===== src/sv/irpfd_pkg.sv =====
// Shared types and constants for the IR pulse frame decoder.
// No dependencies; every other file in this folder but irpfd_window.sv uses it by scoped name.
package irpfd_pkg;

	// Register file layout
	localparam int NUM_REGS  = 7;
	localparam int REG_IDX_W = 3;

	typedef enum logic [REG_IDX_W-1:0] {
		REG_LEADER_HIGH = 3'd0,
		REG_LEADER_LOW  = 3'd1,
		REG_BIT_HIGH    = 3'd2,
		REG_ZERO_LOW    = 3'd3,
		REG_ONE_LOW     = 3'd4,
		REG_STOP_HIGH   = 3'd5,
		REG_MARGIN      = 3'd6
	} reg_idx_t;

	// Reset values, cut down to the tick width at the register file
	localparam logic [31:0] REG_RESET [NUM_REGS] = '{
		32'd9000, 32'd4500, 32'd560, 32'd560, 32'd1690, 32'd560, 32'd200
	};

	// Byte assembly
	localparam int BITS_PER_BYTE = 8;
	localparam int BIT_POS_W     = $clog2(BITS_PER_BYTE);

	// Frame phase; code 3 is unused and behaves as frame ended
	typedef enum logic [1:0] {
		PH_LEADER = 2'd0,
		PH_FRAME  = 2'd1,
		PH_DONE   = 2'd2
	} phase_t;

	// Result kinds
	typedef enum logic [1:0] {
		KIND_BYTE = 2'd0,
		KIND_OK   = 2'd1,
		KIND_ERR  = 2'd2
	} kind_t;

	// Window compare hits for one symbol
	typedef struct packed {
		logic lead_hi;
		logic lead_lo;
		logic stop_hi;
		logic bit_hi;
		logic one_lo;
		logic zero_lo;
	} hit_t;

	// One result beat
	typedef struct packed {
		kind_t                    kind;
		logic [BITS_PER_BYTE-1:0] byte_val;
		logic                     run_last;
	} result_t;

	// Output queue sizing
	localparam int OUTQ_DEPTH = 4;
	localparam int OUTQ_PTR_W = $clog2(OUTQ_DEPTH);
	localparam int OUTQ_CNT_W = $clog2(OUTQ_DEPTH + 1);

endpackage


===== src/sv/ir_pulse_frame_decoder.sv =====
// IR pulse frame decoder: leader, data bits LSB first, stop; bytes and status out.
// An input beat passes the input register stage and then the result queue before its results go out.
// Throughput: one symbol per cycle while the result queue has room; a symbol with two results gives two output beats.
// Input stalls while a symbol waits and the 4-entry result queue holds more than 2 entries.
// Reset (arst_n low, async): leader phase, bits cleared, timing registers to defaults.
module ir_pulse_frame_decoder #(
	parameter int TICK_WIDTH = 15,
	localparam int S_DATA_W  = ((2 * TICK_WIDTH + 7) / 8) * 8
) (
	input  logic                                 clk,
	input  logic                                 arst_n,
	// symbol in
	input  logic                                 s_tvalid,
	output logic                                 s_tready,
	input  logic [S_DATA_W-1:0]                  s_tdata,  // high_ticks, low_ticks, zero pad
	input  logic                                 s_tlast,  // capture_last
	// result out
	output logic                                 m_tvalid,
	input  logic                                 m_tready,
	output logic [irpfd_pkg::BITS_PER_BYTE-1:0]  m_tdata,  // byte_value
	output logic [1:0]                           m_tuser,  // result_kind
	output logic                                 m_tlast,  // run_last
	// register writes
	input  logic                                 cfg_valid,
	output logic                                 cfg_ready,
	input  logic [irpfd_pkg::REG_IDX_W-1:0]      cfg_index,
	input  logic [TICK_WIDTH-1:0]                cfg_data
);

	logic [irpfd_pkg::NUM_REGS-1:0][TICK_WIDTH-1:0] cfg_regs;

	logic                   valid_s1;
	logic [TICK_WIDTH-1:0]  hi_s1;
	logic [TICK_WIDTH-1:0]  lo_s1;
	logic                   last_s1;
	logic                   advance;
	logic                   room;

	irpfd_pkg::hit_t        hit;
	logic [1:0]             push_cnt;
	irpfd_pkg::result_t     res0, res1, head;

	assign cfg_ready = 1'b1;

	irpfd_cfg #(.TICK_WIDTH(TICK_WIDTH)) u_cfg (
		.clk      (clk),
		.arst_n   (arst_n),
		.wr_en    (cfg_valid),
		.wr_index (cfg_index),
		.wr_data  (cfg_data),
		.regs_q   (cfg_regs)
	);

	// Input register stage
	assign advance  = valid_s1 && room;
	assign s_tready = !valid_s1 || room;

	always_ff @(posedge clk or negedge arst_n) begin
		if (!arst_n) begin
			valid_s1 <= 1'b0;
		end else if (s_tvalid && s_tready) begin
			valid_s1 <= 1'b1;
		end else if (advance) begin
			valid_s1 <= 1'b0;
		end
	end

	always_ff @(posedge clk) begin
		if (s_tvalid && s_tready) begin
			hi_s1   <= s_tdata[TICK_WIDTH-1:0];
			lo_s1   <= s_tdata[2*TICK_WIDTH-1:TICK_WIDTH];
			last_s1 <= s_tlast;
		end
	end

	// Window compares, all in parallel
	irpfd_window #(.TICK_WIDTH(TICK_WIDTH)) u_win_lead_hi (
		.dur     (hi_s1),
		.nominal (cfg_regs[irpfd_pkg::REG_LEADER_HIGH]),
		.margin  (cfg_regs[irpfd_pkg::REG_MARGIN]),
		.hit     (hit.lead_hi)
	);
	irpfd_window #(.TICK_WIDTH(TICK_WIDTH)) u_win_lead_lo (
		.dur     (lo_s1),
		.nominal (cfg_regs[irpfd_pkg::REG_LEADER_LOW]),
		.margin  (cfg_regs[irpfd_pkg::REG_MARGIN]),
		.hit     (hit.lead_lo)
	);
	irpfd_window #(.TICK_WIDTH(TICK_WIDTH)) u_win_stop_hi (
		.dur     (hi_s1),
		.nominal (cfg_regs[irpfd_pkg::REG_STOP_HIGH]),
		.margin  (cfg_regs[irpfd_pkg::REG_MARGIN]),
		.hit     (hit.stop_hi)
	);
	irpfd_window #(.TICK_WIDTH(TICK_WIDTH)) u_win_bit_hi (
		.dur     (hi_s1),
		.nominal (cfg_regs[irpfd_pkg::REG_BIT_HIGH]),
		.margin  (cfg_regs[irpfd_pkg::REG_MARGIN]),
		.hit     (hit.bit_hi)
	);
	irpfd_window #(.TICK_WIDTH(TICK_WIDTH)) u_win_one_lo (
		.dur     (lo_s1),
		.nominal (cfg_regs[irpfd_pkg::REG_ONE_LOW]),
		.margin  (cfg_regs[irpfd_pkg::REG_MARGIN]),
		.hit     (hit.one_lo)
	);
	irpfd_window #(.TICK_WIDTH(TICK_WIDTH)) u_win_zero_lo (
		.dur     (lo_s1),
		.nominal (cfg_regs[irpfd_pkg::REG_ZERO_LOW]),
		.margin  (cfg_regs[irpfd_pkg::REG_MARGIN]),
		.hit     (hit.zero_lo)
	);

	// Frame decode
	irpfd_core u_core (
		.clk      (clk),
		.arst_n   (arst_n),
		.advance  (advance),
		.in_last  (last_s1),
		.hit      (hit),
		.push_cnt (push_cnt),
		.res0     (res0),
		.res1     (res1)
	);

	// Result queue
	irpfd_outq u_outq (
		.clk       (clk),
		.arst_n    (arst_n),
		.push_cnt  (push_cnt),
		.push_d0   (res0),
		.push_d1   (res1),
		.room      (room),
		.out_valid (m_tvalid),
		.out_ready (m_tready),
		.head      (head)
	);

	assign m_tdata = head.byte_val;
	assign m_tuser = head.kind;
	assign m_tlast = head.run_last;

endmodule


===== src/sv/irpfd_cfg.sv =====
// Timing register file of the IR pulse frame decoder.
// Depends on irpfd_pkg for register count and reset values.
module irpfd_cfg #(
	parameter int TICK_WIDTH = 15
) (
	input  logic                                                  clk,
	input  logic                                                  arst_n,
	input  logic                                                  wr_en,
	input  logic [irpfd_pkg::REG_IDX_W-1:0]                       wr_index,
	input  logic [TICK_WIDTH-1:0]                                 wr_data,
	output logic [irpfd_pkg::NUM_REGS-1:0][TICK_WIDTH-1:0]        regs_q
);

	// Write one register per beat; indexes past the list are dropped
	always_ff @(posedge clk or negedge arst_n) begin
		if (!arst_n) begin
			for (int i = 0; i < irpfd_pkg::NUM_REGS; i++) begin
				regs_q[i] <= irpfd_pkg::REG_RESET[i][TICK_WIDTH-1:0];
			end
		end else if (wr_en) begin
			for (int i = 0; i < irpfd_pkg::NUM_REGS; i++) begin
				if (wr_index == irpfd_pkg::REG_IDX_W'(i)) begin
					regs_q[i] <= wr_data;
				end
			end
		end
	end

endmodule


===== src/sv/irpfd_window.sv =====
// Tolerance window compare: strict nominal +/- margin, no hit if margin > nominal.
// Standalone; no package use.
module irpfd_window #(
	parameter int TICK_WIDTH = 15
) (
	input  logic [TICK_WIDTH-1:0] dur,
	input  logic [TICK_WIDTH-1:0] nominal,
	input  logic [TICK_WIDTH-1:0] margin,
	output logic                  hit
);

	logic [TICK_WIDTH-1:0] lo_bound;
	logic [TICK_WIDTH:0]   hi_bound;

	// Lower bound only meaningful when margin <= nominal
	assign lo_bound = nominal - margin;
	assign hi_bound = {1'b0, nominal} + {1'b0, margin};

	assign hit = (margin <= nominal) && (dur > lo_bound) && ({1'b0, dur} < hi_bound);

endmodule


===== src/sv/irpfd_core.sv =====
// Frame state machine and byte assembly of the IR pulse frame decoder.
// Depends on irpfd_pkg; takes window hits, gives up to two results per symbol.
module irpfd_core (
	input  logic                clk,
	input  logic                arst_n,
	input  logic                advance,
	input  logic                in_last,
	input  irpfd_pkg::hit_t     hit,
	output logic [1:0]          push_cnt,
	output irpfd_pkg::result_t  res0,
	output irpfd_pkg::result_t  res1
);

	localparam int PART_W = irpfd_pkg::BITS_PER_BYTE - 1;

	irpfd_pkg::phase_t                     phase_q, phase_d;
	logic [irpfd_pkg::BIT_POS_W-1:0]       bitpos_q, bitpos_d;
	logic [PART_W-1:0]                     partial_q, partial_d;
	logic [irpfd_pkg::BITS_PER_BYTE-1:0]   set_mask;

	logic                                  a_vld;
	irpfd_pkg::kind_t                      a_kind;
	logic [irpfd_pkg::BITS_PER_BYTE-1:0]   a_val;
	logic                                  b_vld;

	assign set_mask = irpfd_pkg::BITS_PER_BYTE'(1) << bitpos_q;

	// State registers, updated once per symbol
	always_ff @(posedge clk or negedge arst_n) begin
		if (!arst_n) begin
			phase_q   <= irpfd_pkg::PH_LEADER;
			bitpos_q  <= '0;
			partial_q <= '0;
		end else if (advance) begin
			phase_q   <= phase_d;
			bitpos_q  <= bitpos_d;
			partial_q <= partial_d;
		end
	end

	// Symbol decode: first result from the phase, second from capture end
	always_comb begin
		phase_d   = phase_q;
		bitpos_d  = bitpos_q;
		partial_d = partial_q;
		a_vld     = 1'b0;
		a_kind    = irpfd_pkg::KIND_ERR;
		a_val     = '0;
		b_vld     = 1'b0;

		case (phase_q)
			irpfd_pkg::PH_LEADER: begin
				if (hit.lead_hi && hit.lead_lo) begin
					phase_d   = irpfd_pkg::PH_FRAME;
					bitpos_d  = '0;
					partial_d = '0;
				end else begin
					a_vld   = 1'b1;
					phase_d = irpfd_pkg::PH_DONE;
				end
			end
			irpfd_pkg::PH_FRAME: begin
				if (hit.stop_hi) begin
					// stop is only good on a byte boundary
					a_vld   = 1'b1;
					a_kind  = (bitpos_q == '0) ? irpfd_pkg::KIND_OK : irpfd_pkg::KIND_ERR;
					phase_d = irpfd_pkg::PH_DONE;
				end else if (hit.bit_hi) begin
					if (!hit.one_lo && !hit.zero_lo) begin
						a_vld   = 1'b1;
						phase_d = irpfd_pkg::PH_DONE;
					end else if (bitpos_q == irpfd_pkg::BIT_POS_W'(irpfd_pkg::BITS_PER_BYTE - 1)) begin
						// top bit completes the byte
						a_vld     = 1'b1;
						a_kind    = irpfd_pkg::KIND_BYTE;
						a_val     = {hit.one_lo, partial_q};
						bitpos_d  = '0;
						partial_d = '0;
					end else begin
						if (hit.one_lo) begin
							partial_d = partial_q | set_mask[PART_W-1:0];
						end
						bitpos_d = bitpos_q + 1'b1;
					end
				end else begin
					a_vld   = 1'b1;
					phase_d = irpfd_pkg::PH_DONE;
				end
			end
			default: begin
				// frame ended: ignore until capture end
			end
		endcase

		if (in_last) begin
			b_vld     = (phase_d == irpfd_pkg::PH_FRAME);
			phase_d   = irpfd_pkg::PH_LEADER;
			bitpos_d  = '0;
			partial_d = '0;
		end
	end

	// Result ordering and last marks
	always_comb begin
		res1.kind     = irpfd_pkg::KIND_ERR;
		res1.byte_val = '0;
		res1.run_last = 1'b1;
		if (a_vld) begin
			res0.kind     = a_kind;
			res0.byte_val = a_val;
			res0.run_last = !b_vld;
		end else begin
			res0 = res1;
		end
		push_cnt = advance ? ({1'b0, a_vld} + {1'b0, b_vld}) : 2'd0;
	end

`ifndef SYNTH
	a_last_resets: assert property (@(posedge clk) disable iff (!arst_n)
		(advance && in_last) |=> (phase_q == irpfd_pkg::PH_LEADER))
		else $error("capture end did not return to leader phase");

	a_leader_clean: assert property (@(posedge clk) disable iff (!arst_n)
		(phase_q == irpfd_pkg::PH_LEADER) |-> (bitpos_q == '0 && partial_q == '0))
		else $error("bits left over while waiting for leader");

	a_pair_marks: assert property (@(posedge clk) disable iff (!arst_n)
		(push_cnt == 2'd2) |-> (!res0.run_last && res1.run_last))
		else $error("last mark wrong on a result pair");
`endif

endmodule


===== src/sv/irpfd_outq.sv =====
// Four-entry result queue: takes up to two results a cycle, gives one a beat.
// Depends on irpfd_pkg for the result type and sizing.
module irpfd_outq (
	input  logic                clk,
	input  logic                arst_n,
	input  logic [1:0]          push_cnt,
	input  irpfd_pkg::result_t  push_d0,
	input  irpfd_pkg::result_t  push_d1,
	output logic                room,
	output logic                out_valid,
	input  logic                out_ready,
	output irpfd_pkg::result_t  head
);

	localparam int PTR_W = irpfd_pkg::OUTQ_PTR_W;
	localparam int CNT_W = irpfd_pkg::OUTQ_CNT_W;

	irpfd_pkg::result_t mem_q [irpfd_pkg::OUTQ_DEPTH];
	logic [PTR_W-1:0]   wr_q, rd_q, wr_p1;
	logic [CNT_W-1:0]   cnt_q;
	logic               pop;

	assign wr_p1     = wr_q + 1'b1;
	assign pop       = (cnt_q != '0) && out_ready;
	assign out_valid = (cnt_q != '0);
	assign head      = mem_q[rd_q];
	// room for a worst-case pair, ignoring this cycle's pop
	assign room      = (cnt_q <= CNT_W'(irpfd_pkg::OUTQ_DEPTH - 2));

	// Pointers and fill count
	always_ff @(posedge clk or negedge arst_n) begin
		if (!arst_n) begin
			wr_q  <= '0;
			rd_q  <= '0;
			cnt_q <= '0;
		end else begin
			wr_q  <= wr_q + PTR_W'(push_cnt);
			rd_q  <= rd_q + PTR_W'(pop);
			cnt_q <= cnt_q + CNT_W'(push_cnt) - CNT_W'(pop);
		end
	end

	// Entry storage
	always_ff @(posedge clk) begin
		for (int i = 0; i < irpfd_pkg::OUTQ_DEPTH; i++) begin
			if (push_cnt != 2'd0 && wr_q == PTR_W'(i)) begin
				mem_q[i] <= push_d0;
			end else if (push_cnt == 2'd2 && wr_p1 == PTR_W'(i)) begin
				mem_q[i] <= push_d1;
			end
		end
	end

`ifndef SYNTH
	a_no_overflow: assert property (@(posedge clk) disable iff (!arst_n)
		cnt_q <= CNT_W'(irpfd_pkg::OUTQ_DEPTH))
		else $error("result queue overflow");

	a_push_has_room: assert property (@(posedge clk) disable iff (!arst_n)
		(push_cnt != 2'd0) |-> room)
		else $error("results pushed without room for a pair");
`endif

endmodule


===== config.mk =====
export PLATFORM = sky130hd
export DESIGN_NAME = ir_pulse_frame_decoder
export DESIGN_NICKNAME = d
export VERILOG_FILES = /design/src/sv/irpfd_pkg.sv /design/src/sv/ir_pulse_frame_decoder.sv /design/src/sv/irpfd_cfg.sv /design/src/sv/irpfd_window.sv /design/src/sv/irpfd_core.sv /design/src/sv/irpfd_outq.sv
export SDC_FILE = /design/constraint.sdc
export NUM_CORES = 1
export LEC_CHECK = 0
export BUFFER_PORTS_ARGS = -buffer_cell sky130_fd_sc_hd__buf_4
export CORE_ASPECT_RATIO = 1.1
export CORE_MARGIN = 3
export CORE_UTILIZATION = 64
export DETAILED_ROUTE_END_ITERATION = 10
export PLACE_DENSITY = 0.81
export SYNTH_ARGS = -nofsm -noshare
export SYNTH_HDL_FRONTEND = slang
export SYNTH_SLANG_ARGS = --single-unit
export TNS_END_PERCENT = 30

===== constraint.sdc =====
create_clock -name clk -period 8.85 [get_ports clk]
set_input_delay 0.4425 -clock clk [delete_from_list [all_inputs] [get_ports clk]]
set_output_delay 0.4425 -clock clk [all_outputs]
set_load 0.01 [all_outputs]

* Yosys cells after proc, flatten, opt, wreduce, memory -nomap -nowiden *
Memory sizes are Yosys's and may differ from the RTL's.
Index checks and enable logic that the tools add are counted.

storage, ports and cells
  RAM bits = 44
  output and inout bits = 14
  logic and storage cells = 206
  bits of input ports = 56
  register bits after elaboration = 156
  memories = 1

cells by class
  mux-type cells = 73
  shifts and indexed selects = 1
  equality and inequality tests = 21
  $add $sub $neg = 19
  $lt $le $gt $ge = 19
  reduce and logical (&&, ||, !) cells = 50
  bitwise operators = 5

memory list
  name          words  width  read ports  clocked after memory_dff  write ports  line              source
  u_outq.mem_q  4      11     1           0                         2            irpfd_outq.sv:18  irpfd_pkg::result_t mem_q [irpfd_pkg::OUTQ_DEPTH];

operator list
  kind                                                                number
  15-bit by 15-bit adder with 16-bit output                           6
  15-bit by 16-bit less-than comparator with 1-bit output             6
  15-bit > comparator                                                 6
  15-bit <= comparator                                                6
  15-bit subtractor                                                   6
  11-bit 2-to-1 mux                                                   7
  7-bit 2-to-1 mux                                                    7
  8-bit 2-to-1 mux                                                    5
  1-bit 2-to-1 mux                                                    30
  2-bit 2-to-1 mux                                                    14
  1-bit logical AND                                                   25
  11-bit OR reduction                                                 2
  3-bit 2-to-1 mux                                                    6
  7-bit case mux with 2 select lines                                  1
  2-bit AND reduction                                                 7
  3-bit == test (second input constant)                               4
  2-bit == test (second input constant)                               5
  3-bit != test (second input constant)                               3
  2-bit by 1-bit == test with 1-bit output (second input constant)    4
  7-bit bitwise OR                                                    1
  7-bit AND reduction                                                 1
  1-bit by 3-bit left shift with 7-bit output (first input constant)  1
  3-bit by 2-bit == test with 1-bit output (second input constant)    2
  2-bit logical NOT                                                   3
  other kinds (21)                                                    30

* Longest topological paths before layout *
  depth in word-level cells = 22
  gate-level depth with buffers = 33
  gate-level depth less buffers = 32

* Cells and area by module *
Synthesis repeated with hierarchy kept, for this count alone.

unflattened totals
  cells, all modules = 2235
  area total of the unflattened synthesis = 21240.4 um^2

by module, submodules not included
  module                            times used  cells an instance  area each (um^2)  seq. area each (um^2)
  irpfd_window at u_win_one_lo ...  2           292                2095.8            0.0
  irpfd_cfg                         1           231                4130.2            2662.6
  irpfd_outq                        1           149                2636.3            1496.4
  irpfd_window at u_win_bit_hi      1           284                2120.8            0.0
  irpfd_window at u_win_zero_lo     1           287                2112.0            0.0
  irpfd_window at u_win_lead_hi     1           279                2045.7            0.0
  irpfd_window at u_win_lead_lo     1           270                2025.7            0.0
  ir_pulse_frame_decoder            1           38                 1002.2            955.9
  irpfd_core                        1           113                975.9             300.3

* Least setup slack after synthesis *
Ideal clock, no wire load.

  path kind = register -> register
  start point = reg u_cfg.regs_q[91] in the netlist's numbering
  end point = mem u_outq.mem_q[0][0] in the netlist's numbering, enable pin
  required time = 8.472 ns
  arrival = 6.563 ns
  library setup time = 0.378 ns
  period minus slack after synthesis = 6.941 ns
  path buffers = 1
  path slack = 1.909 ns
  stages on the path, launching flop included = 30
  path through = dfrtp_1 -> inv_1 -> fa_1 -> a21o_1 -> a21oi_1 -> o221ai_1 -> a21o_1 -> a21o_1 -> a21o_1 -> a21o_1 -> a21o_1 -> a21oi_1 -> xor2_1 -> ha_1 -> nand4_1 -> nor4_1 -> a2111oi_0 -> nand2_1 -> a2111oi_0 -> o31ai_1 -> nor4_2 -> a31oi_1 -> nor2_1 -> and2_1 -> ha_1 -> clkbuf_1 -> or3_1 -> o21ai_0 -> o21ai_0 -> nor2_1

RTL lines
  element                            line              source
  from (decl)                        irpfd_cfg.sv:11   output logic [irpfd_pkg::NUM_REGS-1:0][TICK_WIDTH-1:0] regs_q
  from (signal, indexed assignment)  irpfd_cfg.sv:18   regs_q[i] <= irpfd_pkg::REG_RESET[i][TICK_WIDTH-1:0];
  from (signal, indexed assignment)  irpfd_cfg.sv:23   regs_q[i] <= wr_data;
  to (decl)                          irpfd_outq.sv:18

* Worst setup path in the final report *
  start point = reg u_cfg.regs_q[91] in the netlist's numbering
  end point = reg u_outq.cnt_q[2]

on the way
  longest elaborated chain between the ends = 16
  elaborated cells on any way between the ends = 62
  classes of those cells = add/sub: 15; order compare: 18; eq/ne: 1; mux: 12; reduce/logical: 16

ends and longest elaborated chain
  element                                          line                source
  15-bit subtractor                                irpfd_window.sv:16  assign lo_bound = nominal - margin;
  15-bit > comparator                              irpfd_window.sv:19  assign hit = (margin <= nominal) && (dur > lo_bound) && ({1'b0, dur} < hi_bound);
  1-bit logical AND (2 in series)                  irpfd_window.sv:19
  1-bit logical NOT                                irpfd_core.sv:69    if (!hit.one_lo && !hit.zero_lo) begin
  1-bit logical AND                                irpfd_core.sv:69
  2-bit 2-to-1 mux                                 irpfd_core.sv:69
  2-bit 2-to-1 mux                                 irpfd_core.sv:68    end else if (hit.bit_hi) begin
  2-bit 2-to-1 mux                                 irpfd_core.sv:63    if (hit.stop_hi) begin
  2-bit case mux with 2 select lines               irpfd_core.sv:51    case (phase_q)
  2-bit by 1-bit == test with 1-bit output         irpfd_core.sv:96    b_vld = (phase_d == irpfd_pkg::PH_FRAME);
  1-bit 2-to-1 mux                                 irpfd_core.sv:95    if (in_last) begin
  1-bit by 1-bit adder with 2-bit output (*)       irpfd_core.sv:115   push_cnt = advance ? ({1'b0, a_vld} + {1'b0, b_vld}) : 2'd0;
  2-bit 2-to-1 mux (*)                             irpfd_core.sv:115
  3-bit by 2-bit adder with 3-bit output (*)       irpfd_outq.sv:39    cnt_q <= cnt_q + CNT_W'(push_cnt) - CNT_W'(pop);
  3-bit by 1-bit subtractor with 3-bit output (*)  irpfd_outq.sv:39
  to (signal assigned)                             irpfd_outq.sv:39
  to (decl)                                        irpfd_outq.sv:20    logic [CNT_W-1:0] cnt_q;

Mark *: on every way between the ends. The rest lies on a longest branch, timed or not.
A chain may end at the register's enable or synchronous reset.

==> results.py <==
metrics = {
    "cells_and_area": {
        "nets": 2513,
        "antenna_cells": 0,
        "mostFrequentLayoutCells": "ha_1 (366), a21oi_1 (167), inv_1 (146), nor2_1 (146)",
        "layout.cells.most_common": "ha_1",
        "final_area_um2": 20900,
        "syn_to_final_growth_pct": 7.45,
        "drive_above_1_share": 0.131,
    },
    "yosys": {
        "syn_area_um2": 19500,
        "synth_area_leaders": "ha_1 (24%), dfrtp_1 (12%), edfxtp_1 (9.9%)",
        "ys_seq_area_frac": 0.273,
        "synthFlopType": "dfrtp_1",
        "async_flop_share": 0.625,
        "synth_top_area_frac": 0.235,
        "ys_seq_elements": 200,
        "syn_inst": 2059,
        "synth_nets": 2494,
        "avgSynthCellArea_um2": 9.45,
        "synth_top_area_cell": "ha_1",
        "synth_warnings": 0,
        "synth_edf_count": 64,
        "ys_types": 76,
    },
    "setup_path": {
        "slowest_stage": "dfrtp_1",
        "cpMostUsedCell": "ha_1",
        "criticalPathCategory": "reg -> reg",
        "critPathMaxStageDelay_ns": 0.83,
        "worstPathArrival_ns": 8.35,
        "critPathMaxFanout": 14,
        "critPathRequiredTime_ns": 9.20,
        "worst_setup_path_end_kind": "register",
        "cp-start-kind": "register",
    },
    "worst_hold_path": {
        "holdCritPathClass": "in -> reg",
    },
    "grt": {
        "grt_pass1_vias": 15900,
        "grt_pass1_wl_um": 81200,
        "antenna_found_initial": 0,
        "grt_max_degree": 45,
        "grt_usage": 0.317,
        "grt_remaining_overflow": 0,
    },
    "floorplan": {
        "fp-row-count": 66,
        "fp.dieW_um": 172,
        "ios": 70,
        "initial_utilization": 0.653,
        "dieArea_um2": 32500,
        "die_h_um": 189,
        "coreArea_um2": 29800,
    },
    "drt": {
        "vias": 15800,
        "final_antenna_net_count": 0,
        "wl_per_cell_um": 20.4,
        "drt-total-wl_um": 51000,
        "drt_first_pass_iters": 5,
        "viasPerCell": 6.33,
        "drtIter0Drc": 1107,
        "drc_errors": 0,
    },
    "run": {
        "drv_cap": 0,
    },
    "clock_tree": {
        "cts_buffer_depth": 2,
        "clkLatencyLatePin_ns": 0.48,
        "post_cts_buffers": 0,
        "numCtsBuffers": 17,
        "h-tree-depth": 4,
        "path_clk_slew_ns": 0.09,
        "cts.sinks": 200,
        "cts_root_buf": "clkbuf_16",
        "tritoncts": "yes",
        "cts-resized-gates": 0,
    },
    "power": {
        "power_density_nw_per_um2": 338,
        "max-vdd-ir-drop_mv": 0.218,
        "p_leak_nw": 9.35,
    },
    "sta": {
        "max_slew.worst_pin.slew_ns": 1.09,
        "rsz0062_at_grt": "false",
        "final-hold-violation-count": 0,
        "maxSlewHeadroom": 0.270,
        "timing.final.ws_setup_ns": 0.854,
        "maxSlewViolCount": 0,
        "fin_crit_ns": 8.00,
        "tns_ns": 0,
        "finalSetupViolations": 0,
        "max_clock_freq_ghz": 0.125,
        "fin_crit_sh": 0.903,
        "skew_ns": 0.0175,
    },
    "place": {
        "dpl-instance-area_um2": 20300,
        "routabilityCongestion": 0.963,
        "pre_cts_slack_ns": 0.886,
        "hpwlAfterDp_um": 39900,
        "port_buffers": 66,
    },
    "status": {
        "outcome": "finished, final reports clean",
    },
}
==> flip-flops by register name (all words and copies together) (netlist names) <==
signal,count
hi_s1,15
last_s1,1
lo_s1,15
u_cfg.regs_q,105
u_core.bitpos_q,3
u_core.partial_q,7
u_core.phase_q,2
u_outq.cnt_q,3
u_outq.mem_q,44
u_outq.rd_q,2
u_outq.wr_q,2
valid_s1,1
==> final timing paths <==
check	start	to	cells after the start	slack [ns]
min in group asynchronous	arst_n	u_core.partial_q[0]	2	0.49
setup / recovery	u_cfg.regs_q[91]	u_outq.cnt_q[2]	27	0.85
hold / removal	s_tdata[26]	lo_s1[11]	1	0.14
max in group asynchronous	arst_n	u_cfg.regs_q[61]	4	6.75
setup reg to reg	u_cfg.regs_q[91]	u_outq.cnt_q[2]	27	0.85
hold reg to reg	u_outq.mem_q[2][4]	u_outq.mem_q[2][4]	2	0.47
==> cell families (layout without fill, tap and decap cells) <==
family                   count (synthesis)  after routing  synth area share
buffers and inverters                  226            258            0.0447
XOR/XNOR                               153            153            0.0688
flip-flops                             200            200             0.273
other                                    1              1          0.000193
AO/OA/AOI/OAI                          516            516             0.171
AND/OR/NAND/NOR                        470            470             0.122
adder cells (fa/ha/maj)                379            379             0.249
multiplexers                           114            114            0.0722
==> cell type report <==
class                      count  area, um2
multi-input combinational   1633      13300
fill                        2241       8890
inverter                     146        548
clock inverter                15        206
timing repair buffer          80        603
sequential                   200       5310
tap                          408        510
clock buffer                  17        425
==> where the power goes <==
group	switching, mW	internal, mW
Sequential	0.296	1.19
Combinational	2.66	2.08
Clock	0.450	0.396
==> critical path, delay by kind of cell (launching register included) <==
family                   cells  cell delay, ns
buffers and inverters        1            0.55
adder cells (fa/ha/maj)      5            1.92
XOR/XNOR                     2            0.29
AND/OR/NAND/NOR              7            1.20
flip-flops                   1            0.83
multiplexers                 1            0.15
AO/OA/AOI/OAI               11            2.90
==> through the flow <==
| step | utilization | hold slack, ns | power, mW | cells |
|---|---|---|---|---|
| global route | 0.702 | 0.125 | 7.69 | 2499 |
| finish | 0.702 | 0.139 | 7.06 | 2499 |
| detailed placement | 0.680 | 0.453 | 6.12 | 2466 |
| CTS | 0.702 | 0.121 | 7.00 | 2499 |
| global placement | 0.680 | 0.442 | 5.90 | 2466 |
| floorplan | - | 0.147 | 4.90 | 2059 |
==> layer usage <==
layer  vias up  wire length (um)  GRT usage
met2       548             24700      0.538
met1      7616             21400      0.407
met3       137              2720     0.0413
met4         0              2160      0.132
met5         -                 0          0
li1       7528                 -          -
==> cells in the mapped netlist (5+ instances only) <==
library cell / count
a2111oi_0: 14
a211oi_1: 21
a21o_1: 65
a21oi_1: 167
a221oi_1: 11
a22oi_1: 5
a31oi_1: 11
and2_1: 5
and4_1: 9
clkbuf_1: 72
dfrtp_1: 97
dfstp_2: 28
dfxtp_1: 11
edfxtp_1: 64
fa_1: 13
ha_1: 366
inv_1: 146
mux2_2: 102
mux4_2: 11
nand2_1: 75
nand2b_1: 33
nand3_1: 24
nand4_1: 34
nor2_1: 146
nor2b_1: 26
nor3_1: 54
nor3b_1: 5
nor4_1: 17
o211ai_1: 14
o21a_1: 16
o21ai_0: 90
o21bai_1: 36
o31a_1: 5
o31ai_1: 11
o41ai_1: 9
or3_1: 19
or4_1: 7
xnor2_1: 102
xor2_1: 51
==> what timing repair did <==
action	4_1_cts	5_1_grt
hold buffers	1	0
endpoints found under the setup margin	0	0
endpoints found under the hold margin	34	0
Note: power is estimated with default switching activity, not from simulation.
